--- config.mk ---
export PLATFORM = sky130hd
export DESIGN_NAME = diff_drive_odometry_top
export DESIGN_NICKNAME = d
export VERILOG_FILES = /design/src/ddo_pkg.sv /design/src/ddo_ctrl.sv /design/src/ddo_dp.sv /design/src/diff_drive_odometry_top.sv
export SDC_FILE = /design/constraint.sdc
export NUM_CORES = 2
export LEC_CHECK = 0
export BUFFER_PORTS_ARGS = -buffer_cell sky130_fd_sc_hd__buf_2
export CORE_MARGIN = 2
export CORE_UTILIZATION = 44
export CTS_BUF_LIST = sky130_fd_sc_hd__clkbuf_8
export DETAILED_ROUTE_END_ITERATION = 10
export SLEW_MARGIN = 0
export SYNTH_ARGS = -nofsm -noshare
export SYNTH_HDL_FRONTEND = slang
export SYNTH_SLANG_ARGS = --single-unit
--- constraint.sdc ---
create_clock -name i_clk -period 22.3 [get_ports i_clk]
set_input_delay 3.345 -clock i_clk [delete_from_list [all_inputs] [get_ports i_clk]]
set_output_delay 3.345 -clock i_clk [all_outputs]
set_load 0.005 [all_outputs]
--- src/ddo_pkg.sv ---
// Shared types, constants and tables for the differential-drive odometry block.
`timescale 1ns / 1ps
package ddo_pkg;

    localparam int CFG_W          = 24;
    localparam int IN_W           = 96;
    localparam int OUT_W          = 144;
    localparam int ATAN_COUNT     = 24;
    localparam int ATAN_IDX_W     = 5;
    localparam int CORDIC_W       = 34;
    localparam int MUL_W          = 33;
    localparam int PROD_W         = 2 * MUL_W;
    localparam int CORDIC_STEPS_DEF = 16;
    localparam int POS_WIDTH_DEF    = 32;

    localparam logic [CFG_W-1:0] DPC_RESET  = 24'd14118;
    localparam logic [CFG_W-1:0] GAIN_RESET = 24'd12145;
    localparam logic signed [CORDIC_W-1:0] CORDIC_INV_GAIN = 34'sd652032874;

    typedef enum logic [0:0] {
        CFG_DPC  = 1'b0,
        CFG_GAIN = 1'b1
    } t_cfg_idx;

    typedef enum logic [1:0] {
        MUL_TRAV = 2'd0,
        MUL_HEAD = 2'd1,
        MUL_DX   = 2'd2,
        MUL_DY   = 2'd3
    } t_mul_sel;

    typedef struct packed {
        logic                  load;
        logic                  cord_step;
        logic [ATAN_IDX_W-1:0] step_idx;
        logic                  cord_fix;
        t_mul_sel              mul_sel;
        logic                  upd_trav;
        logic                  upd_head;
        logic                  upd_x;
        logic                  upd_y;
        logic                  out_load;
    } t_cmd;

    typedef struct packed {
        logic out_free;
    } t_status;

    function automatic logic [31:0] atan_turn(input logic [ATAN_IDX_W-1:0] idx);
        logic [31:0] v;
        unique case (idx)
            5'd0:  v = 32'h20000000;
            5'd1:  v = 32'h12E4051E;
            5'd2:  v = 32'h09FB385B;
            5'd3:  v = 32'h051111D4;
            5'd4:  v = 32'h028B0D43;
            5'd5:  v = 32'h0145D7E1;
            5'd6:  v = 32'h00A2F61E;
            5'd7:  v = 32'h00517C55;
            5'd8:  v = 32'h0028BE53;
            5'd9:  v = 32'h00145F2F;
            5'd10: v = 32'h000A2F98;
            5'd11: v = 32'h000517CC;
            5'd12: v = 32'h00028BE6;
            5'd13: v = 32'h000145F3;
            5'd14: v = 32'h0000A2F9;
            5'd15: v = 32'h0000517C;
            5'd16: v = 32'h000028BE;
            5'd17: v = 32'h0000145F;
            5'd18: v = 32'h00000A2F;
            5'd19: v = 32'h00000517;
            5'd20: v = 32'h0000028B;
            5'd21: v = 32'h00000145;
            5'd22: v = 32'h000000A2;
            5'd23: v = 32'h00000051;
            default: v = 32'h00000000;
        endcase
        return v;
    endfunction

endpackage

--- src/ddo_ctrl.sv ---
// Sequencer for the odometry update: CORDIC steps, multiplies, accumulate, output.
`timescale 1ns / 1ps
module ddo_ctrl
    import ddo_pkg::*;
#(
    parameter int CORDIC_STEPS = CORDIC_STEPS_DEF
) (
    input  logic    i_clk,
    input  logic    i_rst_n,
    input  logic    i_valid,
    output logic    o_ready,
    input  t_status i_status,
    output t_cmd    o_cmd
);

    localparam int N_STEPS = (CORDIC_STEPS > ATAN_COUNT) ? ATAN_COUNT : CORDIC_STEPS;
    localparam int CNT_W   = (N_STEPS > 1) ? $clog2(N_STEPS) : 1;
    localparam logic [CNT_W-1:0] CNT_LAST = CNT_W'(N_STEPS - 1);

    typedef enum logic [8:0] {
        S_IDLE  = 9'b000000001,
        S_CORD  = 9'b000000010,
        S_FIX   = 9'b000000100,
        S_MTRAV = 9'b000001000,
        S_MHEAD = 9'b000010000,
        S_MDX   = 9'b000100000,
        S_MDY   = 9'b001000000,
        S_YUPD  = 9'b010000000,
        S_OUT   = 9'b100000000
    } t_state;

    t_state           r_state, n_state;
    logic [CNT_W-1:0] r_cnt, n_cnt;

    always_comb begin
        n_state = r_state;
        n_cnt   = r_cnt;
        o_cmd   = '0;
        o_cmd.step_idx = ATAN_IDX_W'(r_cnt);
        o_ready = 1'b0;
        unique case (r_state)
            S_IDLE: begin
                o_ready = 1'b1;
                if (i_valid) begin
                    o_cmd.load = 1'b1;
                    n_cnt      = '0;
                    n_state    = S_CORD;
                end
            end
            S_CORD: begin
                o_cmd.cord_step = 1'b1;
                n_cnt = r_cnt + 1'b1;
                if (r_cnt == CNT_LAST) begin
                    n_state = S_FIX;
                end
            end
            S_FIX: begin
                o_cmd.cord_fix = 1'b1;
                n_state = S_MTRAV;
            end
            S_MTRAV: begin
                o_cmd.mul_sel = MUL_TRAV;
                n_state = S_MHEAD;
            end
            S_MHEAD: begin
                o_cmd.mul_sel  = MUL_HEAD;
                o_cmd.upd_trav = 1'b1;
                n_state = S_MDX;
            end
            S_MDX: begin
                o_cmd.mul_sel  = MUL_DX;
                o_cmd.upd_head = 1'b1;
                n_state = S_MDY;
            end
            S_MDY: begin
                o_cmd.mul_sel = MUL_DY;
                o_cmd.upd_x   = 1'b1;
                n_state = S_YUPD;
            end
            S_YUPD: begin
                o_cmd.upd_y = 1'b1;
                n_state = S_OUT;
            end
            S_OUT: begin
                if (i_status.out_free) begin
                    o_cmd.out_load = 1'b1;
                    n_state = S_IDLE;
                end
            end
            default: begin
                n_state = S_IDLE;
            end
        endcase
    end

    always_ff @(posedge i_clk) begin
        if (!i_rst_n) begin
            r_state <= S_IDLE;
            r_cnt   <= '0;
        end else begin
            r_state <= n_state;
            r_cnt   <= n_cnt;
        end
    end

endmodule

--- src/ddo_dp.sv ---
// Datapath: config registers, CORDIC stage, shared multiplier, pose accumulators, output buffer.
`timescale 1ns / 1ps
module ddo_dp
    import ddo_pkg::*;
#(
    parameter int POS_WIDTH = POS_WIDTH_DEF
) (
    input  logic             i_clk,
    input  logic             i_rst_n,
    input  logic             i_cfg_wen,
    input  logic [0:0]       i_cfg_addr,
    input  logic [CFG_W-1:0] i_cfg_wdata,
    input  logic [IN_W-1:0]  i_in_data,
    input  t_cmd             i_cmd,
    output t_status          o_status,
    output logic             o_out_valid,
    input  logic             i_out_ready,
    output logic [OUT_W-1:0] o_out_data
);

    localparam int DX_W = PROD_W - 30;
    localparam int SW   = ((POS_WIDTH > DX_W) ? POS_WIDTH : DX_W) + 1;
    localparam int OW   = (POS_WIDTH > 32) ? POS_WIDTH : 32;
    localparam logic signed [SW-1:0] P_MAX = {{(SW-POS_WIDTH+1){1'b0}}, {(POS_WIDTH-1){1'b1}}};
    localparam logic signed [SW-1:0] P_MIN = {{(SW-POS_WIDTH+1){1'b1}}, {(POS_WIDTH-1){1'b0}}};
    localparam logic signed [OW-1:0] O_MAX = {{(OW-31){1'b0}}, {31{1'b1}}};
    localparam logic signed [OW-1:0] O_MIN = {{(OW-31){1'b1}}, {31{1'b0}}};

    logic [CFG_W-1:0] r_dpc, r_gain;
    logic signed [POS_WIDTH-1:0] r_x, r_y, n_x, n_y;
    logic [23:0] r_heading;
    logic signed [15:0] r_left, r_right;
    logic [63:0] r_stamp;
    logic signed [CORDIC_W-1:0] r_cx, r_cy, r_cz;
    logic r_flip;
    logic signed [PROD_W-1:0] r_prod;
    logic signed [31:0] r_travel;
    logic r_out_valid;
    logic [OUT_W-1:0] r_out_data;

    // config
    always_ff @(posedge i_clk) begin
        if (!i_rst_n) begin
            r_dpc  <= DPC_RESET;
            r_gain <= GAIN_RESET;
        end else if (i_cfg_wen) begin
            unique case (t_cfg_idx'(i_cfg_addr))
                CFG_DPC:  r_dpc  <= i_cfg_wdata;
                CFG_GAIN: r_gain <= i_cfg_wdata;
                default:  r_dpc  <= r_dpc;
            endcase
        end
    end

    // CORDIC
    logic        w_flip;
    logic [31:0] w_turns;
    logic signed [CORDIC_W-1:0] w_xs, w_ys, w_atan;

    assign w_flip  = r_heading[23] ^ r_heading[22];
    assign w_turns = {r_heading[23] ^ w_flip, r_heading[22:0], 8'h00};
    assign w_xs    = r_cx >>> i_cmd.step_idx;
    assign w_ys    = r_cy >>> i_cmd.step_idx;
    assign w_atan  = $signed({{(CORDIC_W-32){1'b0}}, atan_turn(i_cmd.step_idx)});

    always_ff @(posedge i_clk) begin
        if (i_cmd.load) begin
            r_left  <= $signed(i_in_data[15:0]);
            r_right <= $signed(i_in_data[31:16]);
            r_stamp <= i_in_data[95:32];
            r_cx    <= CORDIC_INV_GAIN;
            r_cy    <= '0;
            r_cz    <= $signed({{(CORDIC_W-32){w_turns[31]}}, w_turns});
            r_flip  <= w_flip;
        end else if (i_cmd.cord_step) begin
            if (!r_cz[CORDIC_W-1]) begin
                r_cx <= r_cx - w_ys;
                r_cy <= r_cy + w_xs;
                r_cz <= r_cz - w_atan;
            end else begin
                r_cx <= r_cx + w_ys;
                r_cy <= r_cy - w_xs;
                r_cz <= r_cz + w_atan;
            end
        end else if (i_cmd.cord_fix && r_flip) begin
            r_cx <= -r_cx;
            r_cy <= -r_cy;
        end
    end

    // shared multiplier
    logic signed [16:0] w_sum, w_diff;
    logic signed [MUL_W-1:0] w_ma, w_mb;

    assign w_sum  = 17'(r_left) + 17'(r_right);
    assign w_diff = 17'(r_right) - 17'(r_left);

    always_comb begin
        unique case (i_cmd.mul_sel)
            MUL_TRAV: begin
                w_ma = MUL_W'(w_sum);
                w_mb = $signed({{(MUL_W-CFG_W){1'b0}}, r_dpc});
            end
            MUL_HEAD: begin
                w_ma = MUL_W'(w_diff);
                w_mb = $signed({{(MUL_W-CFG_W){1'b0}}, r_gain});
            end
            MUL_DX: begin
                w_ma = MUL_W'(r_travel);
                w_mb = r_cx[MUL_W-1:0];
            end
            MUL_DY: begin
                w_ma = MUL_W'(r_travel);
                w_mb = r_cy[MUL_W-1:0];
            end
            default: begin
                w_ma = '0;
                w_mb = '0;
            end
        endcase
    end

    always_ff @(posedge i_clk) begin
        r_prod <= w_ma * w_mb;
    end

    // travel, heading, position
    logic [40:0] w_trav_sum;
    logic signed [PROD_W-1:0] w_rnd;
    logic signed [DX_W-1:0] w_delta;
    logic signed [SW-1:0] w_xsum, w_ysum;

    assign w_trav_sum = r_prod[40:0] + 41'd256;
    assign w_rnd      = r_prod + PROD_W'(64'd536870912);
    assign w_delta    = w_rnd[PROD_W-1:30];
    assign w_xsum     = SW'(r_x) + SW'(w_delta);
    assign w_ysum     = SW'(r_y) + SW'(w_delta);

    always_comb begin
        if (w_xsum > P_MAX) begin
            n_x = P_MAX[POS_WIDTH-1:0];
        end else if (w_xsum < P_MIN) begin
            n_x = P_MIN[POS_WIDTH-1:0];
        end else begin
            n_x = w_xsum[POS_WIDTH-1:0];
        end
        if (w_ysum > P_MAX) begin
            n_y = P_MAX[POS_WIDTH-1:0];
        end else if (w_ysum < P_MIN) begin
            n_y = P_MIN[POS_WIDTH-1:0];
        end else begin
            n_y = w_ysum[POS_WIDTH-1:0];
        end
    end

    always_ff @(posedge i_clk) begin
        if (i_cmd.upd_trav) begin
            r_travel <= $signed(w_trav_sum[40:9]);
        end
    end

    always_ff @(posedge i_clk) begin
        if (!i_rst_n) begin
            r_x       <= '0;
            r_y       <= '0;
            r_heading <= '0;
        end else begin
            if (i_cmd.upd_head) begin
                r_heading <= r_heading + r_prod[23:0];
            end
            if (i_cmd.upd_x) begin
                r_x <= n_x;
            end
            if (i_cmd.upd_y) begin
                r_y <= n_y;
            end
        end
    end

    // output buffer
    logic signed [OW-1:0] w_xo, w_yo;
    logic [31:0] w_xc, w_yc;

    assign w_xo = OW'(r_x);
    assign w_yo = OW'(r_y);
    assign w_xc = (w_xo > O_MAX) ? 32'h7FFFFFFF : (w_xo < O_MIN) ? 32'h80000000 : w_xo[31:0];
    assign w_yc = (w_yo > O_MAX) ? 32'h7FFFFFFF : (w_yo < O_MIN) ? 32'h80000000 : w_yo[31:0];

    assign o_status.out_free = !r_out_valid || i_out_ready;

    always_ff @(posedge i_clk) begin
        if (!i_rst_n) begin
            r_out_valid <= 1'b0;
        end else if (i_cmd.out_load) begin
            r_out_valid <= 1'b1;
        end else if (i_out_ready) begin
            r_out_valid <= 1'b0;
        end
    end

    always_ff @(posedge i_clk) begin
        if (i_cmd.out_load) begin
            r_out_data <= {r_stamp, r_heading[23:8], w_yc, w_xc};
        end
    end

    assign o_out_valid = r_out_valid;
    assign o_out_data  = r_out_data;

endmodule

--- src/diff_drive_odometry_top.sv ---
// Top level of the differential-drive wheel odometry block.
//
//  channel  | dir | fields (lowest bit up)
//  s_axis   | in  | tdata: left_ticks[15:0], right_ticks[31:16], time_stamp[95:32]
//  m_axis   | out | tdata: pos_x[31:0], pos_y[63:32], heading_angle[79:64], stamp_out[143:80]
//  cfg      | in  | i_cfg_addr 0 = distance_per_count, 1 = heading_gain
//
// One request passes through the single iterative CORDIC stage and the one shared multiplier
// doing four products in turn; s_axis_tready stays low until it is loaded into the output buffer.
// Reset clears the pose and loads the register defaults.
// A finished pose waits in the output buffer; the next request is taken meanwhile
// and only its final load stalls on a full buffer.
`timescale 1ns / 1ps
module diff_drive_odometry_top
    import ddo_pkg::*;
#(
    parameter int CORDIC_STEPS = CORDIC_STEPS_DEF,
    parameter int POS_WIDTH    = POS_WIDTH_DEF
) (
    input  logic             i_clk,
    input  logic             i_rst_n,
    input  logic             i_cfg_wen,
    input  logic [0:0]       i_cfg_addr,
    input  logic [CFG_W-1:0] i_cfg_wdata,
    input  logic             s_axis_tvalid,
    output logic             s_axis_tready,
    input  logic [IN_W-1:0]  s_axis_tdata,   // left_ticks, right_ticks, time_stamp
    output logic             m_axis_tvalid,
    input  logic             m_axis_tready,
    output logic [OUT_W-1:0] m_axis_tdata    // pos_x, pos_y, heading_angle, stamp_out
);

    t_cmd    w_cmd;
    t_status w_status;

    ddo_ctrl #(
        .CORDIC_STEPS(CORDIC_STEPS)
    ) u_ctrl (
        .i_clk    (i_clk),
        .i_rst_n  (i_rst_n),
        .i_valid  (s_axis_tvalid),
        .o_ready  (s_axis_tready),
        .i_status (w_status),
        .o_cmd    (w_cmd)
    );

    ddo_dp #(
        .POS_WIDTH(POS_WIDTH)
    ) u_dp (
        .i_clk       (i_clk),
        .i_rst_n     (i_rst_n),
        .i_cfg_wen   (i_cfg_wen),
        .i_cfg_addr  (i_cfg_addr),
        .i_cfg_wdata (i_cfg_wdata),
        .i_in_data   (s_axis_tdata),
        .i_cmd       (w_cmd),
        .o_status    (w_status),
        .o_out_valid (m_axis_tvalid),
        .i_out_ready (m_axis_tready),
        .o_out_data  (m_axis_tdata)
    );

endmodule

==> results.py <==
metrics = {
    "run_status": {
        "status": "completed",
    },
    "clock_network": {
        "cts.sinks": 621,
        "max-clock-path-buffers": 3,
        "clk_pin_slew_worst_paths_ns": 0.06,
        "cts_hold_buffers": 0,
        "cts-root-buf": "clkbuf_8",
        "cts_tree": "done",
        "htreeDepth": 3,
        "clk_latency_ns": 0.86,
        "cts-resized-gates": 0,
        "cts_made_buffers": 106,
        "post-cts-setup-buffer-count": 0,
    },
    "yosys": {
        "synth_compound_area_frac": 0.122,
        "async_reset_ff_frac": 0,
        "synth_top_family_by_area": "adder cells",
        "netlist_area_mm2": 0.0767,
        "synth_warnings": 0,
        "synth_flop_cell": "dfxtp_1",
        "synth-seq-cells": 621,
        "synth_edf_count": 299,
        "syn_inst": 8499,
        "synthXorXnorAreaFrac": 0.0505,
        "synth_nets": 10213,
        "synth-simple-area-share": 0.138,
        "synth.area.mux_share": 0.0291,
        "yosys.area_share.adder": 0.369,
        "synth.distinct_cells": 109,
        "synth.avg_cell_area_um2": 9.03,
        "ys_seq_area_frac": 0.201,
    },
    "timing": {
        "fin_skew_ns": 0.0589,
        "period_needed_ns": 12.70,
        "grt_setup_unrepaired": "false",
        "tightestPinTransition_ns": 1.29,
        "report.final.setup_viol": 0,
        "slew_headroom": 0.143,
        "timing.fmax_mhz": 78.8,
        "slew_violations": 0,
        "fin_crit_sh": 0.569,
        "hold_ws_ns": 0.414,
        "fin_setup_tns_ns": 0,
        "hold_viol": 0,
    },
    "critical_path": {
        "criticalPathCategory": "flop to flop",
        "startpoint_type": "flop",
        "worstPathMaxFanout": 32,
        "path_common_cell": "fa_1",
        "end_kind": "flop",
        "rrSetupSlack_ns": 9.60,
        "cp-endpoint": "u_dp.r_prod[65]",
        "r2r_end": "u_dp.r_prod[65]",
        "slowest_stage": "inv_1",
        "critical_path_arrival_ns": 13.47,
        "crit_path_max_incr_delay_ns": 0.69,
        "r2r_start": "u_dp.r_left[0]",
        "required_ns": 23.08,
        "crit_start": "u_dp.r_left[0]",
        "r2r_cells": 44,
    },
    "die": {
        "start_util": 0.442,
        "dieArea_mm2": 0.178,
        "placementRows": 153,
        "io_pins": 272,
        "dieWidth_um": 422,
        "die_h_um": 422,
        "core_mm2": 0.174,
    },
    "routing": {
        "routed_wl_um": 247000,
        "ant_nets": 0,
        "firstDrtPassIters": 6,
        "routed.top_layer": "met5",
        "m1WireLength_um": 99100,
        "route.vias.total": 61265,
        "via_per_inst": 5.60,
        "wl_met2_um": 115000,
        "dr_wl_met3_um": 19200,
        "route.detailed.drc": 0,
        "wl_per_cell_um": 22.5,
        "first_iter_violations": 5066,
    },
    "grt": {
        "track_usage": 0.275,
        "grt_max_degree": 87,
        "grt_overflow": 0,
        "first_global_vias": 62917,
        "grt_pass1_wl_um": 377000,
        "grt_antenna_before_repair": 15,
    },
    "layout": {
        "synthToLayoutAreaGrowth_pct": 7.34,
        "nets": 10234,
        "nFillCells": 16703,
        "drive_gt1_frac": 0.0916,
        "finalNonFillerCells": 10946,
        "utilization": 0.474,
    },
    "place": {
        "gp_congestion": 0.974,
        "placedCellCount": 10737,
        "hpwlAfterDp_um": 193000,
        "io_buffers": 271,
    },
    "run": {
        "maxCapViolations": 0,
    },
    "hold_path": {
        "hold_path_class": "flop to flop",
    },
}
state kept, by name, summed over array words and instances, names as in the netlist, 24 cells and up:
| register | flops |
|---|---|
| u_dp.o_out_data | 144 |
| u_dp.r_prod | 66 |
| u_dp.r_stamp | 64 |
| u_dp.r_cx | 34 |
| u_dp.r_cy | 34 |
| u_dp.r_cz | 34 |
| u_dp.r_travel | 32 |
| u_dp.r_x | 32 |
| u_dp.r_y | 32 |
| u_dp.w_atan | 30 |
| u_dp.r_dpc | 24 |
| u_dp.r_gain | 24 |
| u_dp.r_heading | 24 |
synth_stat cells (63+ instances only):
library cell / instances / share of area
nand2b_1: 68 / 0.0055
o21ai_0: 314 / 0.020
o21a_1: 68 / 0.0067
nand3_1: 95 / 0.0062
inv_1: 1278 / 0.063
dfxtp_1: 322 / 0.084
mux2i_1: 63 / 0.0082
a21o_1: 129 / 0.013
fa_1: 1130 / 0.29
ha_1: 458 / 0.075
a21oi_1: 413 / 0.027
edfxtp_1: 299 / 0.12
xnor2_1: 266 / 0.030
nand2_1: 968 / 0.047
clkbuf_1: 363 / 0.018
xor2_1: 175 / 0.020
nor2_1: 958 / 0.047
metrics by stage:
stage          instance area [um2]  worst slack [ns]
6_report                     82400              9.60
5_1_grt                      82400              8.78
4_1_cts                      82400              9.67
3_5_place_dp                 80200              9.67
3_3_place_gp                 80200              9.91
2_1_floorplan                76700             11.46
cells by family after synthesis:
group / count (synthesis)
muxes: 153
and+or+nand+nor: 2466
xor gates and xnor gates: 442
DFF: 621
adders and majority gates: 1588
AOI/OAI and AO/OA: 1455
buffers and inverters: 1774
cell type report:
class                           count  area [um2]  share of cell area
Inverter                         1282        4820              0.0585
Antenna cell                       10        25.0            0.000304
Timing Repair Buffer              405        2360              0.0287
Clock buffer                      119        1640              0.0199
Tap cell                         2325        2910              0.0353
Sequential cell                   621       15400               0.187
Clock inverter                     80         561             0.00680
Multi-Input combinational cell   6104       54600               0.663
critical path, delay by kind of cell, from the launching register on:
kind,cells,cell delay [ns]
fa+ha+maj,11,5.25
compound gates,21,4.12
buf+inv,8,1.96
simple gates,3,0.68
flops,1,0.40
xor+xnor,1,0.14
per-layer routing:
layer,GRT usage,vias up
li1,-,27417
met1,0.355,30785
met2,0.447,2466
met3,0.0456,589
met4,0.140,8
met5,0,-
placed cells by master, fill, tap and decap left out, types with 36 or more instances in the layout:
master	instances
inv_1	1312
fa_1	1130
nand2_1	967
nor2_1	955
ha_1	458
a21oi_1	408
dfxtp_1	318
o21ai_0	304
edfxtp_1	299
buf_2	270
xnor2_1	266
xor2_1	175
buf_4	135
a21o_1	129
clkbuf_8	119
nand3_1	94
nand2b_1	68
o21a_1	68
mux2i_1	63
nor3_1	60
nor2b_1	59
a31oi_1	52
mux4_2	52
and2_1	50
and3_1	49
a21boi_0	42
a211oi_1	39
a22oi_1	37
mux2_2	37
o21bai_1	36
worst min-delay path by stage:
stage,slack [ns],start,end,cells past startpoint
2_1_floorplan,0.40,u_dp.r_stamp[20],u_dp.o_out_data[100],0
3_3_place_gp,0.40,u_dp.r_stamp[12],u_dp.o_out_data[92],0
3_5_place_dp,0.40,u_dp.r_stamp[25],u_dp.o_out_data[105],0
4_1_cts,0.42,u_dp.r_stamp[37],u_dp.o_out_data[117],0
5_1_grt,0.42,u_dp.r_stamp[10],u_dp.o_out_data[90],0
6_report,0.41,u_dp.r_stamp[60],u_dp.o_out_data[140],0
Power is not shown: default switching activity piles up to over one toggle a cycle in this logic, so the estimate is an artifact.
